===== src/hdl/rcpw_pkg.sv =====
// Shared constants and types for the RC pulse-width to stick value decoder.
package rcpw_pkg;

  localparam int unsigned CHANNELS  = 4;
  localparam int unsigned CHAN_W    = 2;
  localparam int unsigned STAMP_W   = 32;
  localparam int unsigned CAL_W     = 24;
  localparam int unsigned CAL_COUNT = 4;
  localparam int unsigned DEAD_W    = 7;
  localparam int unsigned CFG_IDX_W = 3;
  localparam int unsigned STICK_W   = 12;

  localparam logic [CAL_W-1:0]  CAL_RESET  = 24'd8193000;
  localparam logic [DEAD_W-1:0] DEAD_RESET = 7'd5;

  localparam logic [CFG_IDX_W-1:0] CFG_IDX_CAL0      = 3'd0;
  localparam logic [CFG_IDX_W-1:0] CFG_IDX_DEAD_BAND = 3'd4;

  localparam logic [STAMP_W-1:0] WIDTH_LOW  = 32'd700;
  localparam logic [STAMP_W-1:0] WIDTH_HIGH = 32'd2100;

  // Calibration halves and the mapping constants.
  localparam int unsigned HALF_W   = 12;
  localparam int unsigned NUM_W    = 20;
  localparam int unsigned DEN_W    = 12;
  localparam int unsigned DIV_CNT_W = $clog2(NUM_W);
  localparam logic [NUM_W-1:0] OUT_SPAN   = 20'd200;
  localparam logic [21:0]      OUT_OFFSET = 22'd100;

  typedef struct packed {
    logic             start;
    logic [NUM_W-1:0] num;
    logic [DEN_W-1:0] den;
  } rcpw_div_req_t;

  typedef struct packed {
    logic             done;
    logic [NUM_W-1:0] quo;
  } rcpw_div_rsp_t;

endpackage


===== src/hdl/rcpw_div.sv =====
// Bit-serial restoring divider: one quotient bit per cycle.
module rcpw_div (
  input  logic                  clk_i,
  input  logic                  rst_ni,
  input  rcpw_pkg::rcpw_div_req_t req_i,
  output rcpw_pkg::rcpw_div_rsp_t rsp_o
);

  logic [rcpw_pkg::NUM_W-1:0]     quo_q, quo_d;
  logic [rcpw_pkg::DEN_W-1:0]     rem_q, rem_d;
  logic [rcpw_pkg::DEN_W-1:0]     den_q, den_d;
  logic [rcpw_pkg::DIV_CNT_W-1:0] cnt_q, cnt_d;
  logic                           busy_q, busy_d;
  logic                           done_q, done_d;
  logic [rcpw_pkg::DEN_W+1:0]     trial;
  logic                           ge;

  assign trial = {1'b0, rem_q, quo_q[rcpw_pkg::NUM_W-1]} - {2'b00, den_q};
  assign ge    = ~trial[rcpw_pkg::DEN_W+1];

  always_comb begin
    quo_d  = quo_q;
    rem_d  = rem_q;
    den_d  = den_q;
    cnt_d  = cnt_q;
    busy_d = busy_q;
    done_d = 1'b0;
    if (req_i.start) begin
      quo_d  = req_i.num;
      rem_d  = '0;
      den_d  = req_i.den;
      cnt_d  = rcpw_pkg::DIV_CNT_W'(rcpw_pkg::NUM_W - 1);
      busy_d = 1'b1;
    end else if (busy_q) begin
      rem_d = ge ? trial[rcpw_pkg::DEN_W-1:0]
                 : {rem_q[rcpw_pkg::DEN_W-2:0], quo_q[rcpw_pkg::NUM_W-1]};
      quo_d = {quo_q[rcpw_pkg::NUM_W-2:0], ge};
      cnt_d = cnt_q - 1'b1;
      if (cnt_q == '0) begin
        busy_d = 1'b0;
        done_d = 1'b1;
      end
    end
  end

  always_ff @(posedge clk_i or negedge rst_ni) begin
    if (!rst_ni) begin
      busy_q <= 1'b0;
      done_q <= 1'b0;
      cnt_q  <= '0;
    end else begin
      busy_q <= busy_d;
      done_q <= done_d;
      cnt_q  <= cnt_d;
    end
  end

  always_ff @(posedge clk_i) begin
    quo_q <= quo_d;
    rem_q <= rem_d;
    den_q <= den_d;
  end

  assign rsp_o.done = done_q;
  assign rsp_o.quo  = quo_q;

  a_no_restart: assert property (@(posedge clk_i) disable iff (!rst_ni)
    !(req_i.start && busy_q))
    else $error("divider restarted while busy");

  a_done_after_run: assert property (@(posedge clk_i) disable iff (!rst_ni)
    done_q |-> $past(busy_q) && !busy_q)
    else $error("divider done without a run");

endmodule


===== src/hdl/rc_pulse_width_to_stick_value_core.sv =====
// Top level: pin-edge timing, range check, serial mapping divide, result register.
//
//  channel | direction | handshake              | beat
//  --------+-----------+------------------------+------------------------------------
//  in      | input     | in_valid_i/in_stall_o  | chan_i, level_i, stamp_us_i
//  out     | output    | out_valid_o/out_stall_i| out_chan_o, stick_o, bad_width_o,
//          |           |                        | width_us_o
//  cfg     | input     | cfg_valid_i/cfg_ready_o| cfg_index_i, cfg_data_i
//
//  Rising edge: no result. Falling edge in range: capture, setup, the bit-serial
//  divider (one quotient bit per cycle), hand-off and finish. Falling edge out of
//  range or with equal calibration: capture, setup and finish, with no divide.
//  Reset clears rise times to zero and loads the calibration and dead band defaults.
//  A stalled result waits in the output register; the next beat is taken meanwhile,
//  and only its finish cycle waits for the register to drain.
module rc_pulse_width_to_stick_value_core (
  input  logic                                clk_i,
  input  logic                                rst_ni,
  input  logic                                in_valid_i,
  output logic                                in_stall_o,
  input  logic [rcpw_pkg::CHAN_W-1:0]         chan_i,
  input  logic                                level_i,
  input  logic [rcpw_pkg::STAMP_W-1:0]        stamp_us_i,
  output logic                                out_valid_o,
  input  logic                                out_stall_i,
  output logic [rcpw_pkg::CHAN_W-1:0]         out_chan_o,
  output logic signed [rcpw_pkg::STICK_W-1:0] stick_o,
  output logic                                bad_width_o,
  output logic [rcpw_pkg::STAMP_W-1:0]        width_us_o,
  input  logic                                cfg_valid_i,
  output logic                                cfg_ready_o,
  input  logic [rcpw_pkg::CFG_IDX_W-1:0]      cfg_index_i,
  input  logic [rcpw_pkg::CAL_W-1:0]          cfg_data_i
);

  typedef enum logic [3:0] {
    S_IDLE = 4'b0001,
    S_PREP = 4'b0010,
    S_DIV  = 4'b0100,
    S_FIN  = 4'b1000
  } rcpw_state_e;

  rcpw_state_e state_q, state_d;

  logic [rcpw_pkg::STAMP_W-1:0] rise_q [rcpw_pkg::CHANNELS];
  logic [rcpw_pkg::CAL_W-1:0]   cal_q  [rcpw_pkg::CAL_COUNT];
  logic [rcpw_pkg::DEAD_W-1:0]  dead_q;

  logic [rcpw_pkg::CHAN_W-1:0]  chan_q;
  logic [rcpw_pkg::STAMP_W-1:0] width_q;
  logic                         bad_q;
  logic                         zero_q;
  logic                         neg_q;

  logic                         out_valid_q;
  logic [rcpw_pkg::CHAN_W-1:0]  out_chan_q;
  logic [rcpw_pkg::STICK_W-1:0] out_stick_q;
  logic                         out_bad_q;
  logic [rcpw_pkg::STAMP_W-1:0] out_width_q;

  logic in_fire, fin_fire, prep_go;

  logic [rcpw_pkg::CAL_W-1:0]    cal_sel;
  logic [rcpw_pkg::HALF_W-1:0]   cal_lo, cal_hi;
  logic                          in_range;
  logic [rcpw_pkg::HALF_W:0]     den_s, diff_s;
  logic [rcpw_pkg::HALF_W-1:0]   den_mag, diff_mag;
  logic [rcpw_pkg::NUM_W-1:0]    num_mag;

  logic [rcpw_pkg::NUM_W:0]      quo_s;
  logic [rcpw_pkg::NUM_W+1:0]    val_s;
  logic [rcpw_pkg::STICK_W-1:0]  sat_v, sat_mag, stick_d;
  logic [rcpw_pkg::STICK_W-1:0]  out_mag;

  rcpw_pkg::rcpw_div_req_t div_req;
  rcpw_pkg::rcpw_div_rsp_t div_rsp;

  rcpw_div u_div (
    .clk_i  (clk_i),
    .rst_ni (rst_ni),
    .req_i  (div_req),
    .rsp_o  (div_rsp)
  );

  assign in_stall_o = (state_q != S_IDLE);
  assign in_fire    = in_valid_i && !in_stall_o;
  assign fin_fire   = (state_q == S_FIN) && (!out_valid_q || !out_stall_i);
  assign cfg_ready_o = 1'b1;

  // Setup: range check and the numerator and denominator magnitudes.
  assign cal_sel  = cal_q[chan_q];
  assign cal_lo   = cal_sel[rcpw_pkg::HALF_W-1:0];
  assign cal_hi   = cal_sel[rcpw_pkg::CAL_W-1:rcpw_pkg::HALF_W];
  assign in_range = (width_q > rcpw_pkg::WIDTH_LOW) && (width_q < rcpw_pkg::WIDTH_HIGH);
  assign den_s    = {1'b0, cal_hi} - {1'b0, cal_lo};
  assign diff_s   = {1'b0, width_q[rcpw_pkg::HALF_W-1:0]} - {1'b0, cal_lo};
  assign den_mag  = den_s[rcpw_pkg::HALF_W]
                  ? rcpw_pkg::HALF_W'(-den_s) : den_s[rcpw_pkg::HALF_W-1:0];
  assign diff_mag = diff_s[rcpw_pkg::HALF_W]
                  ? rcpw_pkg::HALF_W'(-diff_s) : diff_s[rcpw_pkg::HALF_W-1:0];
  assign num_mag  = rcpw_pkg::NUM_W'(diff_mag) * rcpw_pkg::OUT_SPAN;
  assign prep_go  = in_range && (den_s != '0);

  assign div_req.start = (state_q == S_PREP) && prep_go;
  assign div_req.num   = num_mag;
  assign div_req.den   = den_mag;

  // Finish: sign, offset, saturate, dead band, and zero for a bad width or equal calibration.
  assign quo_s = neg_q ? -{1'b0, div_rsp.quo} : {1'b0, div_rsp.quo};
  assign val_s = {quo_s[rcpw_pkg::NUM_W], quo_s} - rcpw_pkg::OUT_OFFSET;

  always_comb begin
    if ($signed(val_s) < -22'sd2048) begin
      sat_v = {1'b1, {(rcpw_pkg::STICK_W-1){1'b0}}};
    end else if ($signed(val_s) > 22'sd2047) begin
      sat_v = {1'b0, {(rcpw_pkg::STICK_W-1){1'b1}}};
    end else begin
      sat_v = val_s[rcpw_pkg::STICK_W-1:0];
    end
    sat_mag = sat_v[rcpw_pkg::STICK_W-1] ? -sat_v : sat_v;
    if (zero_q || bad_q || (sat_mag < rcpw_pkg::STICK_W'(dead_q))) begin
      stick_d = '0;
    end else begin
      stick_d = sat_v;
    end
  end

  always_comb begin
    state_d = state_q;
    case (state_q)
      S_IDLE: begin
        if (in_fire && !level_i) begin
          state_d = S_PREP;
        end
      end
      S_PREP: begin
        state_d = prep_go ? S_DIV : S_FIN;
      end
      S_DIV: begin
        if (div_rsp.done) begin
          state_d = S_FIN;
        end
      end
      S_FIN: begin
        if (fin_fire) begin
          state_d = S_IDLE;
        end
      end
      default: state_d = S_IDLE;
    endcase
  end

  always_ff @(posedge clk_i or negedge rst_ni) begin
    if (!rst_ni) begin
      state_q     <= S_IDLE;
      out_valid_q <= 1'b0;
      dead_q      <= rcpw_pkg::DEAD_RESET;
      for (int i = 0; i < rcpw_pkg::CHANNELS; i++) begin
        rise_q[i] <= '0;
      end
      for (int i = 0; i < rcpw_pkg::CAL_COUNT; i++) begin
        cal_q[i] <= rcpw_pkg::CAL_RESET;
      end
    end else begin
      state_q <= state_d;
      if (fin_fire) begin
        out_valid_q <= 1'b1;
      end else if (!out_stall_i) begin
        out_valid_q <= 1'b0;
      end
      if (in_fire && level_i) begin
        rise_q[chan_i] <= stamp_us_i;
      end
      if (cfg_valid_i && cfg_ready_o) begin
        if (cfg_index_i == rcpw_pkg::CFG_IDX_DEAD_BAND) begin
          dead_q <= cfg_data_i[rcpw_pkg::DEAD_W-1:0];
        end else if (cfg_index_i < rcpw_pkg::CFG_IDX_CAL0 +
                     rcpw_pkg::CFG_IDX_W'(rcpw_pkg::CAL_COUNT)) begin
          cal_q[cfg_index_i[rcpw_pkg::CHAN_W-1:0]] <= cfg_data_i;
        end
      end
    end
  end

  always_ff @(posedge clk_i) begin
    if (in_fire && !level_i) begin
      chan_q  <= chan_i;
      width_q <= stamp_us_i - rise_q[chan_i];
    end
    if (state_q == S_PREP) begin
      bad_q  <= !in_range;
      zero_q <= (den_s == '0);
      neg_q  <= diff_s[rcpw_pkg::HALF_W] ^ den_s[rcpw_pkg::HALF_W];
    end
    if (fin_fire) begin
      out_chan_q  <= chan_q;
      out_stick_q <= stick_d;
      out_bad_q   <= bad_q;
      out_width_q <= width_q;
    end
  end

  assign out_valid_o = out_valid_q;
  assign out_chan_o  = out_chan_q;
  assign stick_o     = out_stick_q;
  assign bad_width_o = out_bad_q;
  assign width_us_o  = out_width_q;

  assign out_mag = stick_o[rcpw_pkg::STICK_W-1] ? -out_stick_q : out_stick_q;

  a_bad_is_zero: assert property (@(posedge clk_i) disable iff (!rst_ni)
    out_valid_o && bad_width_o |-> stick_o == '0)
    else $error("out-of-range width with nonzero stick");

  a_dead_band: assert property (@(posedge clk_i) disable iff (!rst_ni)
    out_valid_o && (stick_o != '0) |-> out_mag >= rcpw_pkg::STICK_W'(dead_q))
    else $error("stick inside dead band");

  a_fin_waits: assert property (@(posedge clk_i) disable iff (!rst_ni)
    (state_q == S_FIN) && out_valid_q && out_stall_i |=> state_q == S_FIN)
    else $error("result overwrote a stalled beat");

  a_div_only_in_div: assert property (@(posedge clk_i) disable iff (!rst_ni)
    div_rsp.done |-> state_q == S_DIV)
    else $error("divider finished outside the divide phase");

endmodule

===== config.mk =====
export PLATFORM = sky130hd
export DESIGN_NAME = rc_pulse_width_to_stick_value_core
export DESIGN_NICKNAME = d
export VERILOG_FILES = /design/src/hdl/rcpw_pkg.sv /design/src/hdl/rcpw_div.sv /design/src/hdl/rc_pulse_width_to_stick_value_core.sv
export SDC_FILE = /design/constraint.sdc
export NUM_CORES = 1
export LEC_CHECK = 0
export CAP_MARGIN = 5
export CELL_PAD_IN_SITES_DETAIL_PLACEMENT = 0
export CELL_PAD_IN_SITES_GLOBAL_PLACEMENT = 1
export CORE_AREA = 5 5 205 207
export CTS_CLUSTER_SIZE = 20
export DETAILED_ROUTE_END_ITERATION = 8
export DIE_AREA = 0 0 210 212
export DONT_BUFFER_PORTS = 1
export PLACE_DENSITY = 0.88
export SYNTH_ARGS = -nofsm -noshare
export SYNTH_HDL_FRONTEND = slang
export SYNTH_SLANG_ARGS = --single-unit

===== constraint.sdc =====
create_clock -name clk_i -period 21.8 [get_ports clk_i]
set_clock_uncertainty 0.05 [all_clocks]
set_input_delay 2.18 -clock clk_i [delete_from_list [all_inputs] [get_ports clk_i]]
set_output_delay 2.18 -clock clk_i [all_outputs]
set_load 0.05 [all_outputs]

==> summary.md <==
| Metric | Value |
|---|---|
| Status | `completed` |
| Max Cap Violations | `0` |
| Fin crit period | `7.62 ns` |
| ANT cells | `0` |
| Crit end category | `flop` |
| Synthesized area | `approximately 0.022 mm^2` |
| Crit path largest cell delay | `0.75 ns` |
| Worst r2r src | `chan_q[0]` |
| Hold buffers post-CTS | `0` |
| Row cnt | `between 70 and 80` |
| RSZ-0062 raised after global routing | `false` |
| Worst hold path type | `flop to flop` |
| Final period util | `between 30% and 40%` |
| Final #Nets | `between 2000 and 2500` |
| FF/Latch Area | `0.00984 mm^2` |
| Max-slew violations | `0` |
| Initial antenna violation count | `0` |
| CTS Buffer Depth | `3` |
| Asr flop ratio synth | `approximately 65%` |
| Die Span X | `210 um` |
| Die Y | `212 um` |
| CTS clk-pin slew, worst paths | `0.06 ns` |
| Post-synth top area cell | `dfrtp_1` |
| Post-DP HPWL | `34000 um` |
| Synth area leaders | `dfrtp_1 22%, edfxtp_1 16%, mux2_2 12%` |
| Yosys cell types | `between 90 and 100` |
| Core area | `around 0.040 mm^2` |
| Yosys top cell area share | `22.1%` |
| Maximum vdd drop | `0.189 mV` |
| Synth Net Count | `2061` |
| Via/cell ratio | `5.94` |
| Fraction of layout cells with a size suffix above 1 | `24.7%` |
| IO buf count | `0` |
| Full die area | `0.0445 mm^2` |
| Pin count of the biggest net entering global routing | `approximately 240` |
| Fill cell count | `3247` |
| Critical-path maximum fanout | `25` |
| Clock Latency Late Sink | `between 0.5 and 0.6 ns` |
| Setup_tns | `0 ns` |
| Total power | `3.49 mW` |
| Routability Congestion | `0.873` |
| Post-route insts no fill | `between 2000 and 2500` |
| DR iter-0 viols | `867` |
| Postcts setup bufs | `0` |
| Crit path DAT | `7.82 ns` |
| DR WL/cell | `19.9 um` |
| Count of state elements after synthesis | `~370` |
| Reg2reg end | `u_div.quo_q[19]` |
| Clock tree sinks | `between 300 and 400` |
| First-pass GRT wire length | `78700 um` |
| Total gr overflow | `0` |
| DP Cell Count | `around 2300` |
| Gate Count Post-Synth | `1862` |
| Sequential share of the synthesized area | `between 40 and 50%` |
| Worst Path Class, Setup | `flop to flop` |
| I/O Pins | `117` |
| Worst setup margin | `14.18 ns` |
| Most Frequent Cell on Critical Path | `a21o_1` |
| Util after Layout | `between 50% and 60%` |
| Cts bufs inserted | `40` |
| Hold Startpoint | `width_q[22]` |
| Dpl ws | `14.19 ns` |
| Routed WL | `around 48000 um` |
| Fmax | `~130 MHz` |
| Ys flop type | `dfrtp_1` |
| Startpoint class of the critical path | `flop` |
| Multi-input gate area | `0.0111 mm^2` |
| Design Area, Final | `0.0236 mm^2` |
| # DRC | `0` |
| Worst R2R Path Depth | `29` |
| Hold endpoint | `width_us_o[22]` |
| Post-placement cell area | `~0.022 mm^2` |
| Initial Utilization | `54.1%` |
| Pre-antenna DRT Iters | `8` |
| CTS tree | `built` |
| Max_slew headroom | `23.3%` |
| Via count | `between 10000 and 15000` |
| Pwr dens | `~150 mW/mm^2` |
| # setup viols final | `0` |
| Mean Syn Cell Area | `11.7 um^2` |
| Leak pwr | `between 9 and 10 nW` |
| Synth-to-layout area growth | `8.76%` |
| Post-route ant nets | `0` |
| Ys Warns | `0` |
| Slowest CP cell | `a41oi_1` |
| Vias in the first global route | `around 15000` |
| H-tree depth | `2` |
| Measured slew at the worst slew-check pin | `1.13 ns` |
| Root Buffer | `clkbuf_16` |
| Hold Fails Final Rpt | `0` |
| EDFF count, synth | `113` |
| Hold depth | `0` |
| Worst endpoint required time | `roughly 22 ns` |
| GRT Total Usage | `21.7%` |
| Post-CTS Resized | `0` |
| Hold Worst Slack | `0.405 ns` |
| R2R setup slack | `14.18 ns` |
worst max-delay path by stage:
stage | from | endpoint | cells past startpoint
after floorplan | chan_q[0] | u_div.quo_q[19] | 31
after global placement | chan_q[0] | u_div.quo_q[19] | 29
after detailed placement | chan_q[0] | u_div.quo_q[19] | 29
after CTS | chan_q[0] | u_div.quo_q[19] | 29
after global routing | chan_q[0] | u_div.quo_q[19] | 29
final | chan_q[0] | u_div.quo_q[19] | 29
placed cells by master (no fill, tap or decap), types with 15 or more instances in the layout:
cell and instances:
mux2_2 225, dfrtp_1 192, inv_1 125, ha_1 121
edfxtp_1 113, nand2_1 108, xnor2_1 88, nor2_1 87
o21ai_0 82, mux4_2 56, a21oi_1 56, dfstp_2 51
clkbuf_16 43, nand3_1 42, xor2_1 25, nand2b_1 25
o21a_1 23, buf_4 22, nor3_1 21, a21o_1 20
nor2b_1 19, or3_1 18, o211ai_1 16, mux2i_1 15
a31oi_1 15, dfxtp_1 15
cell usage after synthesis (all sizes together) (15+ instances only):
master and count:
ha 121, mux4 56, dfstp 51, nor2b 19, o211ai 17, edfxtp 113
a21o 20, o21a 23, nand2b 25, o21ai 87, buf 21, xor2 25
or3 19, dfxtp 15, nand2 108, nand3 42, xnor2 88, a31oi 16
nor3 23, dfrtp 192, mux2i 15, clkbuf 62, mux2 226, nor2 91
inv 125, a21oi 67
logic make-up after synthesis:
kind of cell | Yosys count | share of synthesized area, %
and+or+nand+nor | 409 | 9.50
DFF | 371 | 45.3
AOI/OAI and AO/OA | 331 | 10.7
muxes | 297 | 18.2
buffers and inverters | 208 | 3.81
adders and majority gates | 132 | 7.98
xor gates and xnor gates | 113 | 4.55
other | 1 | 0.0173
flip-flops by register name, summed over array words and instances, names as in the netlist, 2 cells and up:
name,cells
u_div.den_q,12
u_div.quo_q,20
width_q,32
width_us_o,32
stick_o,12
dead_q,7
u_div.cnt_q,5
chan_q,2
cal_q,96
rise_q,128
state_q,4
out_chan_o,2
u_div.rem_q,12
worst max-delay path, delay by kind of cell, from the launching register on:
family                     cells  cell delay, ns
AOI/OAI and AO/OA             14            3.05
adders and majority gates      6            1.85
muxes                          2            0.68
buffers and inverters          2            0.50
xor gates and xnor gates       2            0.47
and+or+nand+nor                3            0.35
DFF                            1            0.33
routing by layer:
metal  global-route usage (%)  routed length [um]  up-vias
met2                     37.3               23800      303
li1                         -                   -     6781
met4                     7.40                1440        0
met5                        0                   0        -
met1                     27.8               20200     7126
met3                     4.26                2470       86
where the power goes:
part / switching [mW] / leakage, nW / total (mW) / internal, mW
clock network: 0.285 / 0.669 / 0.696 / 0.411
logic: 0.944 / 4.92 / 1.84 / 0.900
registers: 0.0668 / 4.03 / 0.951 / 0.884
layout make-up:
cell class	count	share of cell area, %
Sequential cell	371	41.6
Tap cell	532	2.82
Inverter	125	1.98
Clock inverter	20	0.900
Multi-Input combinational cell	1283	47.1
Timing Repair Buffer	22	0.699
Clock buffer	53	4.88
(Power assumes the default switching activity.)
